File: config.mk
export PLATFORM = sky130hd
export DESIGN_NAME = integer_to_radix_ascii_top_flat
export DESIGN_NICKNAME = d
export VERILOG_FILES = /design/src/rtl/itra_pkg.sv /design/src/rtl/itra_if.sv /design/src/rtl/itra_front.sv /design/src/rtl/itra_queue.sv /design/src/rtl/itra_back.sv /design/src/rtl/integer_to_radix_ascii_top.sv /design/src/flat_wrapper.sv
export SDC_FILE = /design/constraint.sdc
export NUM_CORES = 1
export LEC_CHECK = 0
export BUFFER_PORTS_ARGS = -buffer_cell sky130_fd_sc_hd__buf_4
export CORE_UTILIZATION = 45
export DETAILED_ROUTE_END_ITERATION = 10
export HOLD_SLACK_MARGIN = 0.12
export PLACE_DENSITY = 0.72
export SLEW_MARGIN = 20
export SYNTH_ARGS = -nofsm -noshare
export SYNTH_HDL_FRONTEND = slang
export SYNTH_HIERARCHICAL = 1
export SYNTH_SLANG_ARGS = --single-unit
File: constraint.sdc
create_clock -name i_clk -period 23.3 [get_ports i_clk]
set_clock_uncertainty 0.15 [all_clocks]
set_input_delay 4.66 -clock i_clk [delete_from_list [all_inputs] [get_ports i_clk]]
set_output_delay 4.66 -clock i_clk [all_outputs]
set_load 0.01 [all_outputs]
File: src/rtl/itra_pkg.sv
// Shared types, constants and the digit-to-ASCII function for the radix text converter.
// Used by the channel interfaces and by every module under rtl/.
package itra_pkg;

    localparam int VALUE_W     = 32;
    localparam int RADIX_W     = 6;
    localparam int BUF_W       = 8;
    localparam int CHAR_W      = 8;
    localparam int DIGIT_W     = 6;
    localparam int CFG_DATA_W  = 8;
    localparam int MAX_DIGITS  = 32;
    localparam int ADDR_W      = $clog2(MAX_DIGITS);
    localparam int CNT_W       = $clog2(MAX_DIGITS + 1);
    localparam int FIT_W       = ((CNT_W > BUF_W) ? CNT_W : BUF_W) + 1;
    localparam int CHUNK_W     = 8;
    localparam int N_CHUNKS    = VALUE_W / CHUNK_W;
    localparam int CHUNK_CNT_W = $clog2(N_CHUNKS);
    localparam int QUEUE_DEPTH = 2;
    localparam int QPTR_W      = $clog2(QUEUE_DEPTH);
    localparam int QCNT_W      = $clog2(QUEUE_DEPTH + 1);

    localparam logic [RADIX_W-1:0] RADIX_MIN   = 6'd2;
    localparam logic [RADIX_W-1:0] RADIX_MAX   = 6'd36;
    localparam logic [RADIX_W-1:0] RADIX_RESET = 6'd10;
    localparam logic [BUF_W-1:0]   BUF_MIN     = 8'd2;
    localparam logic [BUF_W-1:0]   BUF_RESET   = 8'd10;

    localparam logic [CHAR_W-1:0] CHAR_NUL   = 8'h00;
    localparam logic [CHAR_W-1:0] CHAR_ZERO  = 8'h30;
    localparam logic [CHAR_W-1:0] CHAR_LOW_A = 8'h61;
    localparam logic [CHAR_W-1:0] CHAR_LOW_Z = 8'h7a;
    localparam logic [CHAR_W-1:0] CHAR_MINUS = 8'h2d;
    localparam logic [DIGIT_W-1:0] DIGIT_TOP = 6'd35;

    typedef enum logic [0:0] {
        REG_RADIX         = 1'b0,
        REG_BUFFER_LENGTH = 1'b1
    } t_reg_idx;

    typedef struct packed {
        logic [VALUE_W-1:0] mag;
        logic               neg;
        logic               bad;
    } t_job;

    typedef struct packed {
        logic [RADIX_W-1:0] radix;
        logic [BUF_W-1:0]   buffer_length;
    } t_cfg;

    // Map a digit value to 0-9 a-z; anything past 'z' clamps to 'z'.
    function automatic logic [CHAR_W-1:0] digit_char(input logic [DIGIT_W-1:0] d);
        logic [CHAR_W-1:0] c;
        if (d < 6'd10) begin
            c = CHAR_ZERO + CHAR_W'(d);
        end else if (d <= DIGIT_TOP) begin
            c = CHAR_LOW_A + CHAR_W'(d - 6'd10);
        end else begin
            c = CHAR_LOW_Z;
        end
        return c;
    endfunction

endpackage

File: src/rtl/itra_if.sv
// Valid/ready channel interfaces of the radix text converter: input, result and config write.
// Depends on itra_pkg for widths and the register index type.
interface itra_in_if;
    logic                                valid;
    logic                                ready;
    logic signed [itra_pkg::VALUE_W-1:0] value;

    modport source (output valid, output value, input ready);
    modport sink   (input valid, input value, output ready);
endinterface

interface itra_out_if;
    logic                        valid;
    logic                        ready;
    logic [itra_pkg::CHAR_W-1:0] character;
    logic                        last;
    logic                        error;

    modport source (output valid, output character, output last, output error, input ready);
    modport sink   (input valid, input character, input last, input error, output ready);
endinterface

interface itra_cfg_if;
    logic                            valid;
    logic                            ready;
    itra_pkg::t_reg_idx              index;
    logic [itra_pkg::CFG_DATA_W-1:0] data;

    modport source (output valid, output index, output data, input ready);
    modport sink   (input valid, input index, input data, output ready);
endinterface

File: src/rtl/itra_front.sv
// Front end: configuration registers, input acceptance, sign/magnitude split and config check.
// Depends on itra_pkg and itra_if.
module itra_front (
    input  logic           i_clk,
    input  logic           i_rst_n,
    itra_in_if.sink        i_in,
    itra_cfg_if.sink       i_cfg,
    input  logic           i_q_full,
    output logic           o_push,
    output itra_pkg::t_job o_job,
    output itra_pkg::t_cfg o_cfg
);

    logic [itra_pkg::RADIX_W-1:0] r_radix;
    logic [itra_pkg::BUF_W-1:0]   r_buffer_length;
    logic [itra_pkg::VALUE_W-1:0] w_raw;
    logic                         w_neg;

    assign i_cfg.ready = 1'b1;

    always_ff @(posedge i_clk) begin
        if (!i_rst_n) begin
            r_radix         <= itra_pkg::RADIX_RESET;
            r_buffer_length <= itra_pkg::BUF_RESET;
        end else if (i_cfg.valid) begin
            unique case (i_cfg.index)
                itra_pkg::REG_RADIX:         r_radix <= i_cfg.data[itra_pkg::RADIX_W-1:0];
                itra_pkg::REG_BUFFER_LENGTH: r_buffer_length <= i_cfg.data[itra_pkg::BUF_W-1:0];
                default:                     r_radix <= r_radix;
            endcase
        end
    end

    assign w_raw = i_in.value;
    assign w_neg = w_raw[itra_pkg::VALUE_W-1];

    assign i_in.ready = !i_q_full;
    assign o_push     = i_in.valid && !i_q_full;

    // Negate as unsigned so the most negative value keeps its full magnitude.
    assign o_job.mag = w_neg ? (itra_pkg::VALUE_W'(0) - w_raw) : w_raw;
    assign o_job.neg = w_neg;
    assign o_job.bad = (r_radix < itra_pkg::RADIX_MIN) || (r_radix > itra_pkg::RADIX_MAX)
                    || (r_buffer_length < itra_pkg::BUF_MIN);

    assign o_cfg.radix         = r_radix;
    assign o_cfg.buffer_length = r_buffer_length;

endmodule

File: src/rtl/itra_queue.sv
// Short job queue between the front end and the conversion engine.
// Depends on itra_pkg for the job type and depth.
module itra_queue (
    input  logic           i_clk,
    input  logic           i_rst_n,
    input  logic           i_push,
    input  itra_pkg::t_job i_job,
    output logic           o_full,
    input  logic           i_pop,
    output itra_pkg::t_job o_job,
    output logic           o_empty
);

    itra_pkg::t_job              r_slots [itra_pkg::QUEUE_DEPTH];
    logic [itra_pkg::QPTR_W-1:0] r_wptr;
    logic [itra_pkg::QPTR_W-1:0] r_rptr;
    logic [itra_pkg::QCNT_W-1:0] r_count;
    logic                        w_push;
    logic                        w_pop;

    assign o_full  = (r_count == itra_pkg::QCNT_W'(itra_pkg::QUEUE_DEPTH));
    assign o_empty = (r_count == '0);
    assign w_push  = i_push && !o_full;
    assign w_pop   = i_pop && !o_empty;
    assign o_job   = r_slots[r_rptr];

    always_ff @(posedge i_clk) begin
        if (w_push) begin
            r_slots[r_wptr] <= i_job;
        end
    end

    always_ff @(posedge i_clk) begin
        if (!i_rst_n) begin
            r_wptr  <= '0;
            r_rptr  <= '0;
            r_count <= '0;
        end else begin
            if (w_push) begin
                r_wptr <= (r_wptr == itra_pkg::QPTR_W'(itra_pkg::QUEUE_DEPTH - 1))
                        ? '0 : r_wptr + 1'b1;
            end
            if (w_pop) begin
                r_rptr <= (r_rptr == itra_pkg::QPTR_W'(itra_pkg::QUEUE_DEPTH - 1))
                        ? '0 : r_rptr + 1'b1;
            end
            if (w_push && !w_pop) begin
                r_count <= r_count + 1'b1;
            end else if (w_pop && !w_push) begin
                r_count <= r_count - 1'b1;
            end
        end
    end

endmodule

File: src/rtl/itra_back.sv
// Conversion engine: chunked long division into the digit store, fit check, character output.
// Depends on itra_pkg and itra_if.
module itra_back (
    input  logic           i_clk,
    input  logic           i_rst_n,
    input  itra_pkg::t_cfg i_cfg,
    input  logic           i_q_empty,
    input  itra_pkg::t_job i_job,
    output logic           o_pop,
    itra_out_if.source     o_out
);

    typedef enum logic [2:0] {
        S_IDLE,
        S_DIV,
        S_CHECK,
        S_ERR,
        S_SIGN,
        S_READ,
        S_EMIT
    } t_state;

    t_state                           r_state;
    logic [itra_pkg::VALUE_W-1:0]     r_q;
    logic [itra_pkg::DIGIT_W-1:0]     r_rem;
    logic [itra_pkg::CHUNK_CNT_W-1:0] r_chunk;
    logic [itra_pkg::CNT_W-1:0]       r_n;
    logic                             r_neg;
    logic [itra_pkg::DIGIT_W-1:0]     r_digits [itra_pkg::MAX_DIGITS];
    logic [itra_pkg::DIGIT_W-1:0]     r_rd_digit;
    logic                             r_out_valid;
    logic [itra_pkg::CHAR_W-1:0]      r_out_char;
    logic                             r_out_last;
    logic                             r_out_error;

    logic [itra_pkg::DIGIT_W-1:0]     w_rem;
    logic [itra_pkg::DIGIT_W:0]       w_trial;
    logic [itra_pkg::CHUNK_W-1:0]     w_qbits;
    logic [itra_pkg::VALUE_W-1:0]     w_q_next;
    logic                             w_last_chunk;
    logic [itra_pkg::CNT_W-1:0]       w_n_inc;
    logic [itra_pkg::CNT_W-1:0]       w_n_dec;
    logic [itra_pkg::FIT_W-1:0]       w_need;
    logic                             w_out_free;
    logic                             w_out_load;
    logic                             w_we;
    logic                             w_re;

    // Eight restoring-division steps per cycle on the top bits of the dividend.
    always_comb begin
        w_rem   = r_rem;
        w_trial = '0;
        w_qbits = '0;
        for (int i = 0; i < itra_pkg::CHUNK_W; i++) begin
            w_trial = {w_rem, r_q[itra_pkg::VALUE_W-1-i]};
            if (w_trial >= {1'b0, i_cfg.radix}) begin
                w_rem = itra_pkg::DIGIT_W'(w_trial - {1'b0, i_cfg.radix});
                w_qbits[itra_pkg::CHUNK_W-1-i] = 1'b1;
            end else begin
                w_rem = w_trial[itra_pkg::DIGIT_W-1:0];
            end
        end
    end

    assign w_q_next     = {r_q[itra_pkg::VALUE_W-itra_pkg::CHUNK_W-1:0], w_qbits};
    assign w_last_chunk = (r_chunk == itra_pkg::CHUNK_CNT_W'(itra_pkg::N_CHUNKS - 1));
    assign w_n_inc      = r_n + 1'b1;
    assign w_n_dec      = r_n - 1'b1;
    assign w_need       = itra_pkg::FIT_W'(r_n) + itra_pkg::FIT_W'(r_neg) + 1'b1;
    assign w_out_free   = !r_out_valid || o_out.ready;
    // a new word enters the output register this cycle
    assign w_out_load   = w_out_free
                       && (r_state == S_ERR || r_state == S_SIGN || r_state == S_EMIT);
    assign w_we         = (r_state == S_DIV) && w_last_chunk;
    assign w_re         = (r_state == S_READ);
    assign o_pop        = (r_state == S_IDLE) && !i_q_empty;

    always_ff @(posedge i_clk) begin
        if (w_we) begin
            r_digits[r_n[itra_pkg::ADDR_W-1:0]] <= w_rem;
        end
    end

    always_ff @(posedge i_clk) begin
        if (w_re) begin
            r_rd_digit <= r_digits[w_n_dec[itra_pkg::ADDR_W-1:0]];
        end
    end

    always_ff @(posedge i_clk) begin
        if (!i_rst_n) begin
            r_state     <= S_IDLE;
            r_out_valid <= 1'b0;
        end else begin
            if (r_out_valid && o_out.ready && !w_out_load) begin
                r_out_valid <= 1'b0;
            end
            unique case (r_state)
                S_IDLE: begin
                    if (!i_q_empty) begin
                        r_q     <= i_job.mag;
                        r_neg   <= i_job.neg;
                        r_rem   <= '0;
                        r_chunk <= '0;
                        r_n     <= '0;
                        r_state <= i_job.bad ? S_ERR : S_DIV;
                    end
                end
                S_DIV: begin
                    r_q     <= w_q_next;
                    r_rem   <= w_rem;
                    r_chunk <= r_chunk + 1'b1;
                    if (w_last_chunk) begin
                        r_rem <= '0;
                        r_n   <= w_n_inc;
                        if (w_q_next == '0) begin
                            r_state <= S_CHECK;
                        end else if (w_n_inc >= itra_pkg::CNT_W'(itra_pkg::MAX_DIGITS)) begin
                            // more digits than the store holds
                            r_state <= S_ERR;
                        end
                    end
                end
                S_CHECK: begin
                    if (w_need > itra_pkg::FIT_W'(i_cfg.buffer_length)) begin
                        r_state <= S_ERR;
                    end else if (r_neg) begin
                        r_state <= S_SIGN;
                    end else begin
                        r_state <= S_READ;
                    end
                end
                S_ERR: begin
                    if (w_out_free) begin
                        r_out_valid <= 1'b1;
                        r_out_char  <= itra_pkg::CHAR_NUL;
                        r_out_last  <= 1'b1;
                        r_out_error <= 1'b1;
                        r_state     <= S_IDLE;
                    end
                end
                S_SIGN: begin
                    if (w_out_free) begin
                        r_out_valid <= 1'b1;
                        r_out_char  <= itra_pkg::CHAR_MINUS;
                        r_out_last  <= 1'b0;
                        r_out_error <= 1'b0;
                        r_state     <= S_READ;
                    end
                end
                S_READ: begin
                    r_n     <= w_n_dec;
                    r_state <= S_EMIT;
                end
                S_EMIT: begin
                    if (w_out_free) begin
                        r_out_valid <= 1'b1;
                        r_out_char  <= itra_pkg::digit_char(r_rd_digit);
                        r_out_last  <= (r_n == '0);
                        r_out_error <= 1'b0;
                        r_state     <= (r_n == '0) ? S_IDLE : S_READ;
                    end
                end
                default: begin
                    r_state <= S_IDLE;
                end
            endcase
        end
    end

    assign o_out.valid     = r_out_valid;
    assign o_out.character = r_out_char;
    assign o_out.last      = r_out_last;
    assign o_out.error     = r_out_error;

endmodule

File: src/rtl/integer_to_radix_ascii_top.sv
// Top level of the radix text converter: front end, job queue and conversion engine.
// Depends on itra_pkg, itra_if, itra_front, itra_queue and itra_back.
//
// Converts a signed 32-bit word to its text in radix 2..36 (digits 0-9 a-z, leading '-' when
// negative), one character per output word, most significant first, last set on the final
// character. A radix outside 2..36, a buffer_length below 2, or text that with its terminator
// would not fit in buffer_length gives one word with character 0, last 1 and error 1. The
// engine takes the job from the queue, the shared divider retires 8 dividend bits per cycle,
// working through the dividend in 8-bit chunks for each digit, then a fit check follows, an
// optional '-' is sent, and each character takes a read of the digit store and then an output
// word; the output register can stall on ready. A two-entry queue lets the input take new words
// while a conversion is running; configuration must be written only while the block is idle.
module integer_to_radix_ascii_top (
    input  logic       i_clk,
    input  logic       i_rst_n,
    itra_in_if.sink    i_in,
    itra_cfg_if.sink   i_cfg,
    itra_out_if.source o_out
);

    logic           w_push;
    logic           w_full;
    logic           w_pop;
    logic           w_empty;
    itra_pkg::t_job w_job_in;
    itra_pkg::t_job w_job_out;
    itra_pkg::t_cfg w_cfg;

    itra_front u_front (
        .i_clk    (i_clk),
        .i_rst_n  (i_rst_n),
        .i_in     (i_in),
        .i_cfg    (i_cfg),
        .i_q_full (w_full),
        .o_push   (w_push),
        .o_job    (w_job_in),
        .o_cfg    (w_cfg)
    );

    itra_queue u_queue (
        .i_clk   (i_clk),
        .i_rst_n (i_rst_n),
        .i_push  (w_push),
        .i_job   (w_job_in),
        .o_full  (w_full),
        .i_pop   (w_pop),
        .o_job   (w_job_out),
        .o_empty (w_empty)
    );

    itra_back u_back (
        .i_clk     (i_clk),
        .i_rst_n   (i_rst_n),
        .i_cfg     (w_cfg),
        .i_q_empty (w_empty),
        .i_job     (w_job_out),
        .o_pop     (w_pop),
        .o_out     (o_out)
    );

endmodule

File: src/flat_wrapper.sv
// flat-port wrapper written by rule: the top's interface ports become plain ports
module integer_to_radix_ascii_top_flat 
  (i_clk, i_rst_n, i_in_valid, i_in_value, i_in_ready, i_cfg_valid, i_cfg_index, i_cfg_data, i_cfg_ready, o_out_valid, o_out_character, o_out_last, o_out_error, o_out_ready);
  itra_in_if i_in_i ();
  itra_cfg_if i_cfg_i ();
  itra_out_if o_out_i ();
  input  logic i_clk;
  input  logic i_rst_n;
  input wire logic [$bits(i_in_i.valid)-1:0] i_in_valid;
  input wire logic [$bits(i_in_i.value)-1:0] i_in_value;
  output wire logic [$bits(i_in_i.ready)-1:0] i_in_ready;
  input wire logic [$bits(i_cfg_i.valid)-1:0] i_cfg_valid;
  input wire logic [$bits(i_cfg_i.index)-1:0] i_cfg_index;
  input wire logic [$bits(i_cfg_i.data)-1:0] i_cfg_data;
  output wire logic [$bits(i_cfg_i.ready)-1:0] i_cfg_ready;
  output wire logic [$bits(o_out_i.valid)-1:0] o_out_valid;
  output wire logic [$bits(o_out_i.character)-1:0] o_out_character;
  output wire logic [$bits(o_out_i.last)-1:0] o_out_last;
  output wire logic [$bits(o_out_i.error)-1:0] o_out_error;
  input wire logic [$bits(o_out_i.ready)-1:0] o_out_ready;
  assign i_in_i.valid = i_in_valid;
  assign i_in_i.value = i_in_value;
  assign i_in_ready = i_in_i.ready;
  assign i_cfg_i.valid = i_cfg_valid;
  assign i_cfg_i.index = i_cfg_index;
  assign i_cfg_i.data = i_cfg_data;
  assign i_cfg_ready = i_cfg_i.ready;
  assign o_out_valid = o_out_i.valid;
  assign o_out_character = o_out_i.character;
  assign o_out_last = o_out_i.last;
  assign o_out_error = o_out_i.error;
  assign o_out_i.ready = o_out_ready;
  integer_to_radix_ascii_top u_core (.i_clk(i_clk), .i_rst_n(i_rst_n), .i_in(i_in_i), .i_cfg(i_cfg_i), .o_out(o_out_i));
endmodule
### Yosys cells after proc, flatten, opt, wreduce, memory -nomap -nowiden

Memories as Yosys holds them, arrays and structs flattened. A register that Yosys moved wholly into a read port is not among the register bits.
Cells that the tools add are included.

* output and inout bits: 13
* word-level logic and storage cells: 172
* memory bits (writable): 260
* memories: 2
* register bits: 79

Memories
* u_core.u_back.r_digits: depth 32, width 6, rd ports 1, clocked after memory_dff 1, write ports 1, line itra_back.sv:29 `logic [itra_pkg::DIGIT_W-1:0] r_digits [itra_pkg::MAX_DIGITS];`
* u_core.u_queue.r_slots: depth 2, width 34, rd ports 1, clocked after memory_dff 1, write ports 1, line itra_queue.sv:14 `itra_pkg::t_job r_slots [itra_pkg::QUEUE_DEPTH];`

* eq/ne operators: 15
* magnitude comparators: 15
* muxes and demuxes: 62
* bitwise gates (word level): 2
* reductions and logical operators: 40
* $add $sub $neg: 21

Operators with widths (count)
* 6-bit 2-to-1 mux: 11
* 32-bit 2-to-1 mux: 2
* 32-bit case mux with 2 select lines: 1
* 7-bit by 6-bit >= comparator with 1-bit output: 8
* 6-bit subtractor: 8
* 8-bit 2-to-1 mux: 5
* 32-bit logical NOT: 1
* 1-bit by 32-bit subtractor with 32-bit output (first input constant): 1
* 3-bit 2-to-1 mux: 9
* 8-bit case mux with 3 select lines: 1
* 1-bit 2-to-1 mux: 23
* 3-bit case mux with 7 select lines: 1
* 6-bit case mux with 3 select lines: 1
* 6-bit case mux with 2 select lines: 1
* 1-bit logical AND: 10
* 2-bit inequality test (second input constant): 5
* 3-bit == test (second input constant): 3
* 7-bit by 1-bit adder with 8-bit output (second input constant): 1
* 7-bit by 8-bit adder with 8-bit output (first input constant): 1
* 8-bit greater-than comparator: 1
* 8-bit by 2-bit < comparator with 1-bit output (second input constant): 1
* 2-bit 2-to-1 mux: 4
* 4-bit AND reduction: 2
* 6-bit by 1-bit adder with 7-bit output: 1
* other kinds (34): 53

### Depth between registers and ports, before layout

Gate-level depths: netlist of the first run.

* depth in word-level cells: 20
* gate-level depth with buffers: 81
* gate-level depth less buffers: 78

### Cells and area by module

The synthesis of the first run kept the hierarchy.

Modules (own cells, without submodules)
* itra_back: instances 1, cells each 1031, area an instance 13930.9 um^2
* itra_queue: instances 1, cells each 131, area an instance 2686.3 um^2
* itra_front: instances 1, cells each 167, area an instance 1377.6 um^2

### Least setup slack after synthesis of the first run

Ideal clock, no wire load.

* path kind: reg-to-reg
* start point: register u_core/u_front/r_radix[1] in the netlist's numbering
* end point: memory u_core/u_back/r_digits[0][3] in the netlist's numbering, data pin
* buffers on the path: 3
* data required time: 22.773 ns
* setup slack: 5.484 ns
* clock period less this slack: 17.816 ns
* data arrival time: 17.289 ns
* cell stages (with the launch flop): 74
* cells stage by stage: dfxtp_1 -> inv_1 -> ha_1 -> nor2_1 -> a211oi_2 -> or3_1 -> buf_6 -> o21ai_0 -> inv_1 -> ha_1 -> nor2b_1 -> o31a_1 -> or2_2 -> a31oi_1 -> nand2_2 -> o21ai_0 -> inv_1 -> ha_1 -> [... 38 more ...] -> ha_1 -> o21ai_0 -> nand2b_1 -> a21o_1 -> a21o_1 -> a211o_1 -> a2111o_2 -> nand3_1 -> and2_1 -> ha_1 -> a21o_1 -> a21o_1 -> a21o_1 -> a21o_1 -> a211oi_1 -> o221a_2 -> a21oi_1 -> a21oi_1

* word-level cells in the longest chain between the ends: 16
* elaborated cells on any way between the ends: 24
* those cells by class: add/sub: 8; order compare: 8; mux: 8

RTL lines
* start, declared: line itra_front.sv:14 `logic [itra_pkg::RADIX_W-1:0] r_radix;`
* start signal, assigned: line itra_front.sv:23 `r_radix <= itra_pkg::RADIX_RESET;`
* start signal, assigned: line itra_front.sv:27 `itra_pkg::REG_RADIX: r_radix <= i_cfg.data[itra_pkg::RADIX_W-1:0];`
* start signal, assigned: line itra_front.sv:29 `default: r_radix <= r_radix;`
* 6-bit subtractor or 7-bit by 6-bit >= comparator with 1-bit output (tied branches): line itra_back.sv:57, itra_back.sv:56
* 6-bit 2-to-1 mux: line itra_back.sv:56 `if (w_trial >= {1'b0, i_cfg.radix}) begin`
* 6-bit subtractor or 7-bit by 6-bit >= comparator with 1-bit output (tied branches): line itra_back.sv:57, itra_back.sv:56
* 6-bit 2-to-1 mux: line itra_back.sv:56
* 6-bit subtractor or 7-bit by 6-bit >= comparator with 1-bit output (tied branches): line itra_back.sv:57, itra_back.sv:56
* 6-bit 2-to-1 mux: line itra_back.sv:56
* 6-bit subtractor or 7-bit by 6-bit >= comparator with 1-bit output (tied branches): line itra_back.sv:57, itra_back.sv:56
* 6-bit 2-to-1 mux: line itra_back.sv:56
* 6-bit subtractor or 7-bit by 6-bit >= comparator with 1-bit output (tied branches): line itra_back.sv:57, itra_back.sv:56
* 6-bit 2-to-1 mux: line itra_back.sv:56
* 7-bit by 6-bit >= comparator with 1-bit output or 6-bit subtractor (tied branches): line itra_back.sv:56, itra_back.sv:57
* 6-bit 2-to-1 mux: line itra_back.sv:56
* 6-bit subtractor or 7-bit by 6-bit >= comparator with 1-bit output (tied branches): line itra_back.sv:57, itra_back.sv:56
* 6-bit 2-to-1 mux: line itra_back.sv:56
* 6-bit subtractor or 7-bit by 6-bit >= comparator with 1-bit output (tied branches): line itra_back.sv:57, itra_back.sv:56
* 6-bit 2-to-1 mux *: line itra_back.sv:56
* named net u_core.u_back.w_rem (one bit): line itra_back.sv:36 `logic [itra_pkg::DIGIT_W-1:0] w_rem;`
* end, declared: line itra_back.sv:29

The timed path passes the listed nets; every way through them passes the cells marked *.

### Worst setup path after layout of the first run

* start point: register u_core/u_front/r_radix[1] in the netlist's numbering
* end point: memory u_core/u_back/r_digits[0][5] in the netlist's numbering, data pin

Same word-level chain as after synthesis.

==> results of run 1 <==
## routing by layer
| layer | wire length (µm) | track usage (%) |
|---|---|---|
| met5 | 9 | 0 |
| met4 | 869 | 5.49 |
| met3 | 1920 | 2.71 |
| met2 | 19000 | 32.4 |
| met1 | 16800 | 25.7 |
## Yosys cell counts (all sizes together), types with 4 or more instances
cell type,count,area (µm²)
o21ai,62,322
and2,9,56.3
and3,7,48.8
a22oi,4,30.0
fa,8,160
mux2i,27,274
nor2,99,374
nand4,13,87.6
clkbuf,27,101
nand2b,10,62.6
nand2,76,293
a21o,20,150
a21oi,50,250
o31a,4,35.0
nand3b,6,45.0
or3,7,43.8
o211ai,9,81.3
buf,20,125
a211oi,12,105
a21boi,12,90.1
mux2,81,916
dfxtp,23,460
or2,5,33.8
ha,71,888
a31oi,7,43.8
inv,69,259
xor2,20,175
nor4,15,130
xnor2,57,499
o41ai,9,131
nand3,19,100
edfxtp,323,9700
o21a,10,76.3
nor3,20,105
o31ai,10,90.1
nor2b,16,100
mux4,48,1080
## flip-flops by register name, summed over array words and instances, names as in the netlist, 3 cells and up, named ones only
register / count
u_core/u_back/r_rem: 6
u_core/u_queue/r_slots: 68
u_core/u_back/r_n: 6
u_core/u_back/r_state: 3
u_core/u_front/r_buffer_length: 8
u_core/u_back/o_out.character: 8
u_core/u_back/r_rd_digit: 6
u_core/u_back/r_digits: 192
u_core/u_front/r_radix: 6
u_core/u_back/r_q: 32
## layout by cell type, fill, tap and decap left out, types with 19 or more instances in the layout
| master | netlist | routed |
|---|---|---|
| a21o_1 | 20 | 20 |
| a21oi_1 | 50 | 47 |
| buf_4 | 7 | 67 |
| clkbuf_16 | 0 | 37 |
| dfxtp_1 | 23 | 23 |
| edfxtp_1 | 323 | 323 |
| ha_1 | 71 | 70 |
| inv_1 | 68 | 68 |
| mux2_2 | 80 | 80 |
| mux2i_1 | 26 | 26 |
| mux4_2 | 48 | 48 |
| nand2_1 | 73 | 71 |
| nor2_1 | 98 | 97 |
| o21ai_0 | 52 | 52 |
| xnor2_1 | 57 | 57 |
| xor2_1 | 20 | 19 |
## critical path, delay by kind of cell, from the launching register on
kind                     cells  cell delay (ns)
buffers and inverters        6             1.03
multiplexers                 2             0.84
AO/OA/AOI/OAI               37             9.68
AND/OR/NAND/NOR             18             4.69
flip-flops                   1             0.69
adder cells (fa/ha/maj)      8             2.47
## final cells by class
class	count	area, µm²	area share (%)
clock inverter	20	225	1.12
timing repair buffer	67	503	2.49
clock buffer	45	956	4.74
inverter	69	259	1.28
sequential	346	10200	50.4
multi-input combinational	867	7420	36.8
tap	518	648	3.21
## kinds of logic (layout without fill, tap and decap cells)
family	after synthesis	in the layout	synth area share, %
other	1	1	0.0208
XOR/XNOR	77	77	3.75
flip-flops	346	346	56.5
buffers and inverters	116	201	2.70
adder cells (fa/ha/maj)	79	79	5.83
AO/OA/AOI/OAI	240	240	9.80
AND/OR/NAND/NOR	314	314	8.83
multiplexers	156	156	12.6
## per-stage QoR
step                      hold slack [ns]  worst slack (ns)  cells
after floorplan                     0.298              5.48   1329
after detailed placement            0.313              3.19   1867
after global placement              0.310              4.03   1867
final                               0.318              3.36   1932
after CTS                           0.323              3.14   1932
after global routing                0.350              1.61   1932
## final timing paths
path	startpoint	to	slack [ns]	cells after the start
worst min-delay path	u_core/u_front/r_buffer_length[0]$_SDFFE_PN0P_	u_core/u_front/r_buffer_length[0]$_SDFFE_PN0P_	0.32	2
worst min register to register	u_core/u_front/r_buffer_length[0]$_SDFFE_PN0P_	u_core/u_front/r_buffer_length[0]$_SDFFE_PN0P_	0.32	2
worst max register to register	u_core/u_front/r_radix[1]$_SDFFE_PN1P_	u_core/u_back/r_digits[0][5]$_DFFE_PP_	3.36	71
worst max-delay path	u_core/u_front/r_radix[1]$_SDFFE_PN1P_	u_core/u_back/r_digits[0][5]$_DFFE_PP_	3.36	71
==> results_dict.tcl, run 1 <==
set metrics [dict create \
    crit_type "reg -> reg" \
    insertion_delay_ns 0.54 \
    setup_tns_ns 0 \
    cts_setup_buffers 0 \
    drv_cap 0 \
    antenna_found_initial 1 \
    post-route-util_pct 51.7 \
    core_um2 39000 \
    crit_top_cell "a21o_1" \
    crit_path_max_fanout 32 \
    hold_viol 0 \
    grt_pass1_wl_um 60900 \
    synth_ff_type "edfxtp_1" \
    area_delta_synth_final_pct 12.1 \
    holdBufCountCts 0 \
    worst_pin_slew_ns 0.956 \
    initialDrtViolationCount 896 \
    initial_core_util_pct 46.1 \
    drive_gt1_share_pct 21.6 \
    cts_max_path_buffers 3 \
    worstPathArrival_ns 19.96 \
    ys_ff_latch 346 \
    clkSlewWorstSetupHoldPaths_ns 0.06 \
    routed_via_density 5.72 \
    max_slew_margin_pct 36.1 \
    placed_area_um2 19000 \
    rows 72 \
    syn_area_um2 18000 \
    setup_viol 0 \
    grt_start_max_net_pins 42 \
    rsz0062_at_grt "no" \
    synth_edf_count 323 \
    synth_nets 1454 \
    period_minus_slack_ns 19.94 \
    slew_viol_final 0 \
    fill_cells 3204 \
    place_congestion 0.914 \
    ys_seq_area_share_pct 56.5 \
    syn_area_per_cell_um2 13.5 \
    netlist_instances 1329 \
    vias 11045 \
    critPathSlowestCell "dfxtp_1" \
    drc_errors 0 \
    cts_num_sinks 346 \
    firstDrtPassIters 5 \
    fin_crit_sh_pct 85.6 \
    grt_pass1_vias 11080 \
    yosysWarnings 6 \
    cp.required_ns 23.32 \
    finalWirelength_um 38600 \
    ios 59 \
    cts-root-buf "clkbuf_16" \
    synth_cell_types 92 \
    routedWlPerCell_um 20.0 \
    n_antenna_cell 0 \
    overflow 0 \
    ant_nets 0 \
    nNetsFinal 1513 \
    htreeDepth 2 \
    slowest_delay_ns 0.69 \
    async_reset_ff_share_pct 0 \
    fin_area_um2 20200 \
    die_area_um2 40800 \
    die_w_um 202 \
    track_usage_pct 19.2 \
    die_y_um 202 \
    start_kind "flip-flop" \
    cts_tree "built" \
    cts_inserted_buffers 37 \
    ctsResizeCount 0 \
    portBuffers 57 \
    hpwl_um 26900 \
    end_kind "flip-flop" \
    outcome "completed" \
    hold_path_class "reg -> reg" \
    max_freq_mhz 50.1 \
]
Power of run 1 is not shown: default switching activity piles up to over one toggle a cycle in this logic, so the estimate is an artifact.
==> run 2: changes to the inputs <==
PLACE_DENSITY = 0.74   (was 0.72)
clock period = 16.9 ns   (was 23.3 ns; I/O delays follow)
==> results_dict.tcl, run 2 (synthesis gave the netlist of run 1 again) <==
set metrics [dict create \
    outcome "completed" \
    ios 59 \
    cts_num_sinks 346 \
    area_delta_synth_final_pct 16.9 \
    die_area_um2 40800 \
    instances_no_fill 1988 \
    drc_errors 0 \
    fin_crit_sh_pct 95.7 \
    holdBufCountCts 0 \
    fill_cells 3117 \
    insertion_delay_ns 0.54 \
    met2_usage_pct 33.5 \
    hold_viol 0 \
    final_common_cell "edfxtp_1" \
    ant_nets 0 \
    max_slew_margin_pct 40.7 \
    grt_pass1_wl_um 64000 \
    finalWirelength_um 41700 \
    cts_inserted_buffers 37 \
    routed_via_density 5.82 \
    setup_tns_ns 0 \
    n_antenna_cell 0 \
    crit_top_cell "a21o_1" \
    slew_viol_final 0 \
    grt_start_max_net_pins 41 \
    final_cell_mix "edfxtp_1 (323), buf_4 (107), nor2_1 (96), mux2_2 (80), nand2_1 (70)" \
    worst_pin_slew_ns 0.887 \
    cp-startpoint "u_core/u_front/r_radix[5]$_SDFFE_PN0P_" \
    worstPathArrival_ns 16.29 \
    critPathSlowestCell "or3_4" \
    hpwl_um 27000 \
    grt.met1_usage_pct 27.1 \
    cts-root-buf "clkbuf_16" \
    initialDrtViolationCount 987 \
    crit_path_end "u_core/u_back/r_digits[22][2]$_DFFE_PP_" \
    routedWlPerCell_um 21.0 \
    place_congestion 0.914 \
    end_kind "flip-flop" \
    r2r-end "u_core/u_back/r_digits[22][2]$_DFFE_PP_" \
    crit_type "reg -> reg" \
    start_kind "flip-flop" \
    drive_gt1_share_pct 26.5 \
    nNetsFinal 1566 \
    cp.required_ns 17.01 \
    hold_path_class "reg -> reg" \
    r2r-start "u_core/u_front/r_radix[5]$_SDFFE_PN0P_" \
    crit_path_max_fanout 16 \
    grt-busiest-layer "met2" \
    cts_tree "built" \
    post-place-cells 1890 \
    firstDrtPassIters 5 \
    track_usage_pct 20.3 \
    rrSetupSlack_ns 0.72 \
    vias 11563 \
    clkSlewWorstSetupHoldPaths_ns 0.06 \
    rr_worst_depth 71 \
    use_met3_pct 3.40 \
    max_freq_mhz 61.8 \
    largest_reg_flops 192 \
    core_um2 39000 \
    die_w_um 202 \
    overflow 0 \
    antenna_found_initial 0 \
    period_minus_slack_ns 16.18 \
    cts_max_path_buffers 3 \
    htreeDepth 2 \
    grt_pass1_vias 11339 \
    placed_area_um2 19200 \
    die_y_um 202 \
    fin_area_um2 21000 \
    slowest_delay_ns 0.45 \
    setup_viol 0 \
    initial_core_util_pct 46.1 \
    portBuffers 57 \
    drv_cap 0 \
    rows 72 \
]
run 2: layout make-up:
class	count	area (µm²)	share of cell area, %
Tap cell	518	648	3.08
Timing Repair Buffer	114	943	4.48
Inverter	69	259	1.23
Sequential cell	346	10200	48.3
Multi-Input combinational cell	873	7700	36.6
Clock buffer	47	1030	4.90
Clock inverter	21	292	1.39
run 2: worst min path at each step:
stage / startpoint / end / cells after the start
2_1_floorplan: u_core/u_front/r_buffer_length[0]$_SDFFE_PN0P_ / u_core/u_front/r_buffer_length[0]$_SDFFE_PN0P_ / 2
3_3_place_gp: u_core/u_front/r_buffer_length[5]$_SDFFE_PN0P_ / u_core/u_front/r_buffer_length[5]$_SDFFE_PN0P_ / 2
3_5_place_dp: u_core/u_front/r_buffer_length[4]$_SDFFE_PN0P_ / u_core/u_front/r_buffer_length[4]$_SDFFE_PN0P_ / 2
4_1_cts: u_core/u_front/r_buffer_length[4]$_SDFFE_PN0P_ / u_core/u_front/r_buffer_length[4]$_SDFFE_PN0P_ / 2
5_1_grt: u_core/u_front/r_buffer_length[1]$_SDFFE_PN1P_ / u_core/u_front/r_buffer_length[1]$_SDFFE_PN1P_ / 2
6_report: u_core/u_front/r_buffer_length[0]$_SDFFE_PN0P_ / u_core/u_front/r_buffer_length[0]$_SDFFE_PN0P_ / 2
run 2: worst max-delay path, delay by kind of cell, from the launching register on:
kind	cells	cell delay (ns)
buf+inv	8	0.91
fa+ha+maj	8	2.42
simple gates	18	3.48
flops	1	0.38
compound gates	34	7.63
mux	3	0.90
run 2: routing by layer:
metal / vias up / wire length [µm]
met5: - / 0
met4: 0 / 1250
met2: 470 / 20100
met1: 5687 / 17400
li1: 5322 / -
met3: 84 / 2830
run 2: repair_timing:
item	in CTS	in global routing
endpoints found under the setup margin	196	201
endpoints found under the hold margin	0	0
gates cloned	5	1
gates resized for setup	15	32
pin swaps	3	10
setup buffers	15	9
run 2: stage by stage:
step	setup WS, ns	hold WS (ns)	utilization (%)
floorplan	0.0946	0.298	-
global placement	0.271	0.321	49.1
detailed placement	-0.338	0.325	49.2
CTS	0.0448	0.334	53.3
global route	-0.0345	0.368	53.9
finish	0.723	0.332	53.9
Power of run 2 is left out for the same reason.
==> run 3: changes to the inputs <==
PLACE_DENSITY = 0.72   (was 0.74)
clock period = 17.3 ns   (was 16.9 ns; I/O delays follow)
==> results_dict.tcl, run 3 (synthesis gave the netlist of run 1 again) <==
set metrics [dict create \
    setup_viol 0 \
    track_usage_pct 19.8 \
    setup_tns_ns 0 \
    place_ws_ns -0.551 \
    die_w_um 202 \
    fin_crit_sh_pct 95.0 \
    initial_core_util_pct 46.1 \
    instances_no_fill 1978 \
    max_freq_mhz 60.8 \
    crit_top_cell "a21o_1" \
    post-place-cells 1886 \
    antenna_found_initial 0 \
    die_y_um 202 \
    worstHoldStart "u_core/u_front/r_buffer_length[5]$_SDFFE_PN0P_" \
    initialDrtViolationCount 931 \
    holdBufCountCts 0 \
    grt_pass1_vias 11351 \
    routedWlPerCell_um 20.6 \
    largest_reg_flops 192 \
    cp.required_ns 17.42 \
    ios 59 \
    r2r-start "u_core/u_front/r_radix[5]$_SDFFE_PN0P_" \
    overflow 0 \
    core_um2 39000 \
    place_congestion 0.923 \
    cts_inserted_buffers 38 \
    max_slew_margin_pct 41.1 \
    start_kind "flip-flop" \
    hpwl_um 26700 \
    outcome "completed" \
    final_cell_mix "edfxtp_1 (323), buf_4 (101), nor2_1 (96), mux2_2 (80), nand2_1 (71)" \
    grt_pass1_wl_um 63100 \
    nNetsFinal 1556 \
    grt_start_max_net_pins 49 \
    slew_viol_final 0 \
    worstPathArrival_ns 16.55 \
    drv_cap 0 \
    n_antenna_cell 0 \
    cts_tree "built" \
    area_delta_synth_final_pct 15.7 \
    period_minus_slack_ns 16.43 \
    cts-root-buf "clkbuf_16" \
    rows 72 \
    finalWirelength_um 40800 \
    portBuffers 57 \
    hold_ws_ns 0.335 \
    worst_pin_slew_ns 0.862 \
    firstDrtPassIters 5 \
    hold_path_class "reg -> reg" \
    clkSlewWorstSetupHoldPaths_ns 0.06 \
    drive_gt1_share_pct 25.2 \
    hold_viol 0 \
    critPathSlowestCell "or3_4" \
    cp-startpoint "u_core/u_front/r_radix[5]$_SDFFE_PN0P_" \
    fill_cells 3151 \
    crit_type "reg -> reg" \
    end_kind "flip-flop" \
    vias 11394 \
    crit_path_max_fanout 16 \
    setup_slack_ns 0.866 \
    slowest_delay_ns 0.45 \
    htreeDepth 2 \
    drc_errors 0 \
    die_area_um2 40800 \
    final_common_cell "edfxtp_1" \
    insertion_delay_ns 0.53 \
    cts_num_sinks 346 \
    routed_via_density 5.76 \
    ant_nets 0 \
    cts_max_path_buffers 3 \
]
run 3: repair_timing:
item,in CTS,in global routing
setup endpoints to repair,200,201
pin swaps,1,7
cloned,3,1
buffers inserted,15,4
resized for setup,12,31
run 3: final timing paths:
path / end / slack (ns) / cells after the start
worst max-delay path: u_core/u_back/r_digits[2][0]$_DFFE_PP_ / 0.87 / 74
worst min-delay path: u_core/u_front/r_buffer_length[5]$_SDFFE_PN0P_ / 0.33 / 2
worst max register to register: u_core/u_back/r_digits[2][0]$_DFFE_PP_ / 0.87 / 74
worst min register to register: u_core/u_front/r_buffer_length[5]$_SDFFE_PN0P_ / 0.33 / 2
run 3: cell type report:
class,count,area (µm²),area share (%)
clock buffer,50,1020,4.88
multi-input combinational,871,7660,36.8
tap,518,648,3.11
timing repair buffer,105,838,4.03
inverter,69,259,1.24
clock inverter,19,238,1.14
sequential,346,10200,48.8
run 3: layer usage:
metal / wire [µm] / global-route usage, % / vias to the layer above / part of all wire [%]
li1: - / - / 5296 / -
met1: 17300 / 26.3 / 5600 / 42
met2: 20000 / 33.8 / 419 / 49
met3: 2520 / 2.93 / 79 / 6.2
met4: 1010 / 5.49 / 0 / 2.5
met5: 0 / 0 / - / 0
run 3: per-stage QoR:
stage	utilization (%)	instance area [µm²]
floorplan	-	18000
global placement	49.0	19100
detailed placement	49.0	19100
CTS	52.9	20600
global route	53.4	20800
finish	53.4	20800
run 3: critical path: cells and delay by family, from the launching register on:
| kind | cells | cell delay (ns) |
|---|---|---|
| DFF | 1 | 0.37 |
| buffers and inverters | 8 | 0.99 |
| muxes | 3 | 0.66 |
| and+or+nand+nor | 19 | 3.81 |
| adders and majority gates | 8 | 2.51 |
| AOI/OAI and AO/OA | 36 | 7.64 |
Power of run 3 is left out for the same reason.
